===== src/rtl/core/rba_pkg.sv =====
`timescale 1ns / 1ps

package rba_pkg;

	localparam int IN_TIME_W     = 32;
	localparam int OUT_TIME_W    = 48;
	localparam int ROOM_W        = 4;
	localparam int CNT_W         = 32;
	localparam int CFG_W         = 5;

	localparam int MAX_ROOMS_DEF = 16;
	localparam int TIME_BITS_DEF = 48;

	localparam logic [CFG_W-1:0] ROOM_COUNT_RST = CFG_W'(16);
	localparam logic [CNT_W-1:0] CNT_MAX        = '1;

	// Write controls from the sequencer to the room store.
	typedef struct packed {
		logic wr_en;
		logic clear;
	} store_ctl_t;

endpackage


===== src/rtl/core/rba_room_store.sv =====
`timescale 1ns / 1ps

module rba_room_store #(
	parameter int MAX_ROOMS = rba_pkg::MAX_ROOMS_DEF,
	parameter int TIME_BITS = rba_pkg::TIME_BITS_DEF,
	parameter int IW        = (MAX_ROOMS > 1) ? $clog2(MAX_ROOMS) : 1
) (
	input  logic                         clk,
	input  logic                         arst_n,
	input  rba_pkg::store_ctl_t          ctl,
	input  logic [IW-1:0]                wr_addr,
	input  logic [TIME_BITS-1:0]         wr_free,
	input  logic [rba_pkg::CNT_W-1:0]    wr_cnt,
	input  logic [IW-1:0]                rd_addr,
	output logic [TIME_BITS-1:0]         rd_free,
	output logic [rba_pkg::CNT_W-1:0]    rd_cnt
);

	logic [TIME_BITS-1:0]      free_mem [MAX_ROOMS];
	logic [rba_pkg::CNT_W-1:0] cnt_mem  [MAX_ROOMS];
	logic [MAX_ROOMS-1:0]      valid_q;
	logic [TIME_BITS-1:0]      rd_free_q;
	logic [rba_pkg::CNT_W-1:0] rd_cnt_q;
	logic                      rd_vld_q;

	always_ff @(posedge clk) begin
		if (ctl.wr_en) begin
			free_mem[wr_addr] <= wr_free;
			cnt_mem[wr_addr]  <= wr_cnt;
		end
		rd_free_q <= free_mem[rd_addr];
		rd_cnt_q  <= cnt_mem[rd_addr];
	end

	// An entry that has not been written since the last clear reads as zero.
	always_ff @(posedge clk or negedge arst_n) begin
		if (!arst_n) begin
			valid_q  <= '0;
			rd_vld_q <= 1'b0;
		end else begin
			rd_vld_q <= valid_q[rd_addr];
			if (ctl.clear) begin
				valid_q <= '0;
			end else if (ctl.wr_en) begin
				valid_q[wr_addr] <= 1'b1;
			end
		end
	end

	assign rd_free = rd_vld_q ? rd_free_q : '0;
	assign rd_cnt  = rd_vld_q ? rd_cnt_q  : '0;

endmodule


===== src/rtl/core/rba_cmp_unit.sv =====
`timescale 1ns / 1ps

module rba_cmp_unit #(
	parameter int TIME_BITS = rba_pkg::TIME_BITS_DEF
) (
	input  logic [TIME_BITS-1:0]          room_free,
	input  logic [TIME_BITS-1:0]          early_free,
	input  logic [rba_pkg::IN_TIME_W-1:0] start,
	input  logic [rba_pkg::IN_TIME_W-1:0] dur,
	input  logic                          use_start,
	output logic                          free_hit,
	output logic                          earlier,
	output logic [TIME_BITS-1:0]          booked
);

	logic [TIME_BITS-1:0] start_ext;
	logic [TIME_BITS-1:0] base;
	logic [TIME_BITS:0]   sum;

	assign start_ext = TIME_BITS'(start);
	assign free_hit  = room_free <= start_ext;
	assign earlier   = room_free < early_free;

	// The end time saturates when the sum carries out of the time width.
	assign base   = use_start ? start_ext : early_free;
	assign sum    = {1'b0, base} + (TIME_BITS + 1)'(dur);
	assign booked = sum[TIME_BITS] ? '1 : sum[TIME_BITS-1:0];

endmodule


===== src/rtl/core/room_booking_allocator_unit.sv =====
`timescale 1ns / 1ps

// Channel   Direction  Handshake            Payload
// in        input      in_valid / in_stall  start_time, stop_time, last_meeting
// out       output     out_valid/ out_stall room, booked_until, most_booked, batch_done
// cfg       input      cfg_wr_en            cfg_wr_data (room count)
//
// A request passes through the scan, fetch and update steps from acceptance to a loaded result;
// the scan reads one room a cycle from the store's single read port. A new request is taken
// once the sequencer is back at idle, so only one request is in work at a time.
// Reset clears the store through per-room valid bits; a last request clears them at once.
// A stalled result holds in the output register, and the next request may enter meanwhile.

module room_booking_allocator_unit #(
	parameter int MAX_ROOMS = rba_pkg::MAX_ROOMS_DEF,
	parameter int TIME_BITS = rba_pkg::TIME_BITS_DEF
) (
	input  logic                           clk,
	input  logic                           arst_n,
	input  logic                           cfg_wr_en,
	input  logic [rba_pkg::CFG_W-1:0]      cfg_wr_data,
	input  logic                           in_valid,
	output logic                           in_stall,
	input  logic [rba_pkg::IN_TIME_W-1:0]  start_time,
	input  logic [rba_pkg::IN_TIME_W-1:0]  stop_time,
	input  logic                           last_meeting,
	output logic                           out_valid,
	input  logic                           out_stall,
	output logic [rba_pkg::ROOM_W-1:0]     room,
	output logic [rba_pkg::OUT_TIME_W-1:0] booked_until,
	output logic [rba_pkg::ROOM_W-1:0]     most_booked,
	output logic                           batch_done
);

	localparam int IW = (MAX_ROOMS > 1) ? $clog2(MAX_ROOMS) : 1;
	localparam int CW = $clog2(MAX_ROOMS + 1);

	localparam logic [1:0] ST_IDLE   = 2'd0;
	localparam logic [1:0] ST_SCAN   = 2'd1;
	localparam logic [1:0] ST_FETCH  = 2'd2;
	localparam logic [1:0] ST_UPDATE = 2'd3;

	logic [1:0]                      state_q;
	logic [rba_pkg::CFG_W-1:0]       room_count_q;
	logic [CW-1:0]                   n_q;
	logic [CW-1:0]                   n_w;
	logic [CW-1:0]                   idx_q;
	logic [rba_pkg::IN_TIME_W-1:0]   start_q;
	logic [rba_pkg::IN_TIME_W-1:0]   dur_q;
	logic                            last_q;
	logic                            found_q;
	logic [IW-1:0]                   pick_q;
	logic [IW-1:0]                   early_q;
	logic [TIME_BITS-1:0]            early_free_q;
	logic [TIME_BITS-1:0]            booked_q;
	logic [IW-1:0]                   best_room_q;
	logic [rba_pkg::CNT_W-1:0]       best_cnt_q;

	logic                            out_valid_q;
	logic [rba_pkg::ROOM_W-1:0]      room_q;
	logic [rba_pkg::OUT_TIME_W-1:0]  booked_until_q;
	logic [rba_pkg::ROOM_W-1:0]      most_booked_q;
	logic                            batch_done_q;

	logic                            accept;
	logic                            proceed;
	logic [IW-1:0]                   scan_room;
	logic [IW-1:0]                   pick_w;
	logic [IW-1:0]                   rd_addr;
	logic [TIME_BITS-1:0]            rd_free;
	logic [rba_pkg::CNT_W-1:0]       rd_cnt;
	logic [rba_pkg::CNT_W-1:0]       new_cnt;
	logic                            free_hit;
	logic                            earlier;
	logic [TIME_BITS-1:0]            booked_w;
	logic [IW-1:0]                   best_room_w;
	logic [rba_pkg::CNT_W-1:0]       best_cnt_w;
	rba_pkg::store_ctl_t             ctl;

	assign accept   = in_valid && !in_stall;
	assign in_stall = state_q != ST_IDLE;
	assign proceed  = !out_valid_q || !out_stall;

	always_comb begin
		if (room_count_q == '0) begin
			n_w = CW'(1);
		end else if (int'(room_count_q) > MAX_ROOMS) begin
			n_w = CW'(MAX_ROOMS);
		end else begin
			n_w = CW'(room_count_q);
		end
	end

	// The read data in a scan cycle belongs to the room issued in the cycle before.
	assign scan_room = IW'(idx_q - CW'(1));
	assign pick_w    = found_q ? pick_q : early_q;

	always_comb begin
		unique case (state_q)
			ST_SCAN:   rd_addr = (idx_q < n_q) ? IW'(idx_q) : '0;
			ST_FETCH:  rd_addr = pick_w;
			ST_UPDATE: rd_addr = pick_q;
			default:   rd_addr = '0;
		endcase
	end

	assign new_cnt = (rd_cnt == rba_pkg::CNT_MAX) ? rd_cnt : rd_cnt + 1'b1;

	// Only the picked room's count grows, so the leader moves to it when it
	// passes the old best or ties it from a lower index.
	always_comb begin
		best_room_w = best_room_q;
		best_cnt_w  = best_cnt_q;
		if (new_cnt > best_cnt_q || (new_cnt == best_cnt_q && pick_q < best_room_q)) begin
			best_room_w = pick_q;
			best_cnt_w  = new_cnt;
		end
	end

	assign ctl.wr_en = state_q == ST_UPDATE && proceed;
	assign ctl.clear = state_q == ST_UPDATE && proceed && last_q;

	rba_room_store #(
		.MAX_ROOMS(MAX_ROOMS),
		.TIME_BITS(TIME_BITS),
		.IW       (IW)
	) u_store (
		.clk    (clk),
		.arst_n (arst_n),
		.ctl    (ctl),
		.wr_addr(pick_q),
		.wr_free(booked_q),
		.wr_cnt (new_cnt),
		.rd_addr(rd_addr),
		.rd_free(rd_free),
		.rd_cnt (rd_cnt)
	);

	rba_cmp_unit #(
		.TIME_BITS(TIME_BITS)
	) u_cmp (
		.room_free (rd_free),
		.early_free(early_free_q),
		.start     (start_q),
		.dur       (dur_q),
		.use_start (found_q),
		.free_hit  (free_hit),
		.earlier   (earlier),
		.booked    (booked_w)
	);

	always_ff @(posedge clk or negedge arst_n) begin
		if (!arst_n) begin
			room_count_q <= rba_pkg::ROOM_COUNT_RST;
		end else if (cfg_wr_en) begin
			room_count_q <= cfg_wr_data;
		end
	end

	always_ff @(posedge clk or negedge arst_n) begin
		if (!arst_n) begin
			state_q     <= ST_IDLE;
			idx_q       <= '0;
			found_q     <= 1'b0;
			best_room_q <= '0;
			best_cnt_q  <= '0;
			out_valid_q <= 1'b0;
		end else begin
			if (state_q == ST_UPDATE && proceed) begin
				out_valid_q <= 1'b1;
			end else if (out_valid_q && !out_stall) begin
				out_valid_q <= 1'b0;
			end
			unique case (state_q)
				ST_IDLE: begin
					if (accept) begin
						idx_q   <= '0;
						found_q <= 1'b0;
						state_q <= ST_SCAN;
					end
				end
				ST_SCAN: begin
					if (idx_q != '0) begin
						if (!found_q && free_hit) begin
							found_q <= 1'b1;
						end
					end
					if (idx_q == n_q) begin
						state_q <= ST_FETCH;
					end else begin
						idx_q <= idx_q + CW'(1);
					end
				end
				ST_FETCH: begin
					state_q <= ST_UPDATE;
				end
				ST_UPDATE: begin
					if (proceed) begin
						if (last_q) begin
							best_room_q <= '0;
							best_cnt_q  <= '0;
						end else begin
							best_room_q <= best_room_w;
							best_cnt_q  <= best_cnt_w;
						end
						state_q <= ST_IDLE;
					end
				end
				default: begin
					state_q <= ST_IDLE;
				end
			endcase
		end
	end

	always_ff @(posedge clk) begin
		if (accept) begin
			start_q <= start_time;
			dur_q   <= (stop_time >= start_time) ? stop_time - start_time : '0;
			last_q  <= last_meeting;
			n_q     <= n_w;
		end
		if (state_q == ST_SCAN && idx_q != '0) begin
			if (!found_q && free_hit) begin
				pick_q <= scan_room;
			end
			if (idx_q == CW'(1) || earlier) begin
				early_q      <= scan_room;
				early_free_q <= rd_free;
			end
		end
		if (state_q == ST_FETCH) begin
			pick_q   <= pick_w;
			booked_q <= booked_w;
		end
		if (state_q == ST_UPDATE && proceed) begin
			room_q         <= rba_pkg::ROOM_W'(pick_q);
			booked_until_q <= rba_pkg::OUT_TIME_W'(booked_q);
			most_booked_q  <= rba_pkg::ROOM_W'(best_room_w);
			batch_done_q   <= last_q;
		end
	end

	assign out_valid    = out_valid_q;
	assign room         = room_q;
	assign booked_until = booked_until_q;
	assign most_booked  = most_booked_q;
	assign batch_done   = batch_done_q;

	a_busy_after_accept: assert property (@(posedge clk) disable iff (!arst_n)
		accept |=> in_stall)
		else $error("input taken while a request is still in work");

	a_load_from_update: assert property (@(posedge clk) disable iff (!arst_n)
		$rose(out_valid_q) |-> $past(state_q) == ST_UPDATE)
		else $error("result loaded outside the update step");

	a_pick_in_range: assert property (@(posedge clk) disable iff (!arst_n)
		state_q == ST_UPDATE |-> int'(pick_q) < int'(n_q))
		else $error("picked room lies beyond the rooms in use");

	a_scan_bounded: assert property (@(posedge clk) disable iff (!arst_n)
		state_q == ST_SCAN |-> idx_q <= n_q)
		else $error("scan index ran past the room count");

endmodule

===== config.mk =====
export PLATFORM = sky130hd
export DESIGN_NAME = room_booking_allocator_unit
export DESIGN_NICKNAME = d
export VERILOG_FILES = /design/src/rtl/core/rba_pkg.sv /design/src/rtl/core/rba_room_store.sv /design/src/rtl/core/rba_cmp_unit.sv /design/src/rtl/core/room_booking_allocator_unit.sv
export SDC_FILE = /design/constraint.sdc
export NUM_CORES = 2
export LEC_CHECK = 0
export BUFFER_PORTS_ARGS = -buffer_cell sky130_fd_sc_hd__buf_4
export CAP_MARGIN = 20
export CORE_MARGIN = 3
export CORE_UTILIZATION = 50
export DETAILED_ROUTE_END_ITERATION = 7
export PLACE_DENSITY = 0.77
export SYNTH_ARGS = -nofsm -noshare
export SYNTH_HDL_FRONTEND = slang
export SYNTH_HIERARCHICAL = 1
export SYNTH_SLANG_ARGS = --single-unit

===== constraint.sdc =====
create_clock -name clk -period 19.91 [get_ports clk]
set_input_delay 3.982 -clock clk [delete_from_list [all_inputs] [get_ports clk]]
set_output_delay 3.982 -clock clk [all_outputs]
set_load 0.02 [all_outputs]

---- Word level (Yosys, flattened, before mapping) ----
Memory sizes are Yosys's and may differ from the RTL's. A register that Yosys moved wholly into a read port is not among the register bits.
Index checks and enable logic that the tools add are counted.
storage, ports and cells
  memories ................................ 2
  ROM bits ................................ 0
  latch bits .............................. 0
  word-level logic and storage cells ...... 122
  bits in writable memories ............... 1,280
  register bits ........................... 298
  output and inout port bits .............. 59
memories
  memory            depth  bits a word  rd ports  clocked after memory_dff  write ports  line                  RTL
  u_store.free_mem  16     48           1         1                         1            rba_room_store.sv:19  logic [TIME_BITS-1:0] free_mem [MAX_ROOMS];
  u_store.cnt_mem   16     32           1         1                         1            rba_room_store.sv:20  logic [rba_pkg::CNT_W-1:0] cnt_mem [MAX_ROOMS];
cells by class
  eq/ne operators ......................... 13
  mux-type cells .......................... 36
  reduce and logical (&&, ||, !) cells .... 33
  $mul .................................... 0
  $add $sub $neg .......................... 5
  bitwise operators ....................... 1
  shift operators ......................... 0
  $lt $le $gt $ge ......................... 10
  divide/modulo/power cells ............... 0
operators by type and width
  operator                                                                      number
  32-bit two-way mux                                                            4
  48-bit two-way mux                                                            2
  48-bit by 32-bit adder with 49-bit output                                     1
  48-bit by 32-bit less-or-equal comparator with 1-bit output                   1
  48-bit less-than comparator                                                   1
  32-bit by 1-bit adder with 32-bit output, second input constant               1
  32-bit equality test                                                          1
  32-bit equality test, second input constant                                   1
  32-bit greater-or-equal comparator                                            1
  32-bit greater-than comparator                                                1
  16-bit two-way mux                                                            2
  32-bit subtractor                                                             1
  4-bit two-way mux                                                             7
  16-bit OR                                                                     1
  5-bit two-way mux                                                             3
  2-bit nonzero test                                                            7
  2-bit != test, second input constant                                          6
  4-bit one-hot mux with 3 select lines                                         1
  4-bit by 5-bit less-than comparator with 1-bit output, second input constant  2
  5-bit one-hot mux with 2 select lines                                         1
  1-bit two-way mux                                                             9
  3-bit AND reduction                                                           3
  1-bit logical AND                                                             8
  2-bit one-hot mux with 4 select lines                                         1
  22 further kinds                                                              32

---- Logic depth before layout (Yosys ltp) ----
  depth after elaboration ................. 8
  mapped depth ............................ 20

---- By module ----
The synthesis kept the hierarchy.
modules (own cells, without submodules)
  module                       seq. area each (µm²)  cells an instance  area an instance (µm²)  instances
  rba_room_store               40,463.8              2,209              50,696.1                1
  room_booking_allocator_unit  8,189.1               1,002              13,093.8                1
  rba_cmp_unit                 0.0                   729                4,800.9                 1

---- Worst setup path after synthesis ----
Ideal clock, no wire load.
  kind .................................... input to register
  start ................................... input port out_stall
  end ..................................... memory u_store/cnt_mem[0][0] (netlist bit), enable pin
  arrival ................................. 11.378 ns
  stages .................................. 5
  setup slack ............................. 7.916 ns
  setup time .............................. 0.616 ns
  cells stage by stage .................... nand2_1 nand2_1 inv_1 or3b_1 nor3_1
RTL lines
  element      line                               RTL
  from (decl)  room_booking_allocator_unit.sv:28  input logic out_stall,
  to (decl)    rba_room_store.sv:20

==> results.md <==
* EDFF count, synth at 1,511
* Ys flop type: edfxtp_1
* GR Util met1 at 31.9%
* Clock skew at 0.0334 ns
* DR DRC count at 0
* Pre-antenna DRT Iters at 8
* Synth Instances at 3,940
* CTS sink cnt at 1,658
* Post-CTS Setup Inserts at 0
* Post-synth top area cell: edfxtp_1
* Hold Crit Start: best_cnt_q[6]
* Port Buffer Count at between 100 and 150
* Layout cells sized above 1 at 20.0%
* Ports at about 130
* R2r setup slk at 13.76 ns
* FF+latch count, synth at around 1,700
* Die H at approximately 380 um
* Top-count cell post-synth: edfxtp_1
* Placer Congestion at 0.874
* Vias in the first global route at approximately 38,000
* Leakage Power at 26.7 nW
* P&R area growth vs syn at 12.5%
* YS warnings at 6
* Yosys top cell area share at 66.2%
* Crit path required time at between 20 and 25 ns
* Core area at 136,000 um2
* Grt ovf at 0
* Worst Setup Start Kind: input pin
* Reg2reg path depth at 14
* Critical path type: in2reg
* WP data arrival at around 7.3 ns
* Sw Share at 34.5%
* Wirelength per Cell at ~26 um
* Mapped cell area at 68,600 um2
* Top cells by area, synth: edfxtp_1, mux4_2, ha_1, dfrtp_1, dfxtp_1
* Slew Limit Fails at 0
* Clock Power Share at between 20% and 30%
* Final setup fails at 0
* Clock Latency Late Sink at ~0.78 ns
* Total wire length at 160 mm
* Asr flop ratio synth at slightly above 4%
* Reg power frac at between 40% and 50%
* Register area share after synthesis at 70.9%
* Fill count at 9,925
* Final core utilization at 56.8%
* Worst setup EP type: register
* Detail Route Antenna Nets at 0
* PD cells at 162 nW/um2
* Die area at 142,000 um2
* P_sw at 4.31 mW
* Post-CTS Hold Fix Bufs at 0
* Mean Syn Cell Area at about 17 um2
* CTS buffer count at 159
* Final period util at 34.8%
* TNS Setup at 0 ns
* Worst r2r dst: early_free_q[0]
* Hold Crit Depth at 1
* CP Max Fanout at 53
* R2r startpoint: u_store/rd_vld_q
* Combinational Power Share at 34.6%
* Final hold violation count at 0
* Worst Hold Class: reg2reg
* Yosys cell types at approximately 100
* Max Cap Viol at 0
* Gr busiest metal: met2
* Hold worst-path end: best_cnt_q[6]
* Largest net degree at the start of global routing at 157
* Root buf cell: clkbuf_16
* Initial antenna violation count at 3
* Max clock buf depth at 3
* Post-synth top cells: edfxtp_1, mux4_2, nand2_1
* Outcome: finished clean
* TritonCTS clock tree: built
* Worst slew pin tran at approximately 1.2 ns
* Unrepaired setup endpoints after global routing: false
* Clock slew at reported path FFs at 0.06 ns
* Internal power at 8.17 mW
* Met3 Use GR at 4.13%
* Final min period at 6.92 ns
* Die Wd at 376 um
* Met2 Usage GRT at 35.4%
* Tot Pwr at 12.5 mW
* 1st-iter DRT viols at around 4,300
* Rows at 135
* Max frequency at 145 MHz
* CTS resizes at 0
* Number of nets in the layout at 4,420
* Tot GR Track Use at a little under a quarter
* Vias/cell at approximately 6.2
* Worst VDD drop at between 0.0002 and 0.00025 V
* Relative slew margins at 21.7%
* First-pass GRT wire length at roughly 240 mm
* DPL Wire Length at slightly above 90 mm
* Post-Syn Nets at 4,212
* Vias at approximately 38,000
* Initial cell density of the core at about half
* H-tree Lvls at 4
## power groups by stage
stage	Clock (mW)	Combinational [mW]	Sequential, mW
6_report	3.07	4.32	5.09
5_1_grt	3.24	4.63	5.15
4_1_cts	3.11	4.31	5.10
3_5_place_dp	0	4.25	5.16
3_3_place_gp	0	4.18	5.12
2_1_floorplan	0	3.03	4.99
## cells by family after synthesis
kind of cell / Yosys count / share of synthesized area [%]
AO/OA/AOI/OAI: 596 / 5.92
multiplexers: 345 / 11.0
flip-flops: 1658 / 70.9
buffers and inverters: 357 / 2.26
AND/OR/NAND/NOR: 692 / 5.08
XOR/XNOR: 95 / 1.22
adder cells (fa/ha/maj): 197 / 3.62
## metrics by stage
step	std cells	setup slack, ns	area, um2	hold slack (ns)
final	6067	12.99	77200	0.492
after global routing	6065	12.88	77200	0.499
after CTS	6059	13.06	77100	0.494
after detailed placement	5762	12.24	71800	0.481
after global placement	5762	12.37	71800	0.472
after floorplan	3940	7.92	68600	0.457
## sequential cells by signal, indices dropped and copies added (netlist names), 2 cells and up
register,count
u_store/free_mem,768
u_store/cnt_mem,512
booked_q,48
booked_until,48
early_free_q,48
u_store/rd_free_q,48
best_cnt_q,32
dur_q,32
start_q,32
u_store/rd_cnt_q,32
u_store/valid_q,16
idx_q,5
n_q,5
room_count_q,5
best_room_q,4
early_q,4
most_booked,4
pick_q,4
room,4
state_q,2
## worst max-delay path, cell delays in order
cell     delay, ns
buf_4         0.12
nand2_1       0.10
nand2_1       0.15
inv_4         0.52
or3b_1        0.59
nor2_4        0.86
buf_4         0.86
## cell type report
cell class	instances	area, um2	area share, %
diodes	2	5.00	0.00648
clock buffers	227	4520	5.86
well taps	1781	2230	2.89
repair buffers	212	1650	2.14
inverters	192	724	0.939
flip-flops and latches	1658	48700	63.0
clock inverters	70	813	1.05
multi-input cells	1925	18600	24.1
## routing by layer
| layer | vias to the layer above | part of all wire [%] |
|---|---|---|
| met3 | 315 | 9.1 |
| met5 | - | 0 |
| met4 | 0 | 3.4 |
| li1 | 16100 | - |
| met1 | 19300 | 40 |
| met2 | 1977 | 48 |
## how the worst max path moves through the flow
stage,from,endpoint,slack [ns],cells past startpoint
final,out_stall,u_store/cnt_mem[4][28],12.99,7
after global routing,out_stall,u_store/cnt_mem[4][9],12.88,7
after detailed placement,out_stall,u_store/cnt_mem[4][16],12.24,7
after CTS,out_stall,u_store/cnt_mem[4][4],13.06,7
after global placement,out_stall,u_store/cnt_mem[4][16],12.37,7
after floorplan,out_stall,u_store/cnt_mem[0][0],7.92,5
## cell usage in the layout (no fill, tap or decap), types with 112 or more instances in the layout
cell       instances
a22oi_1          163
inv_1            190
ha_1             194
buf_4            208
o21ai_0          113
nor2_1           112
mux4_2           324
edfxtp_1        1511
nand2_1          235
clkbuf_16        167
a21oi_1          127
No activity file was read; power rests on OpenSTA's default activity.
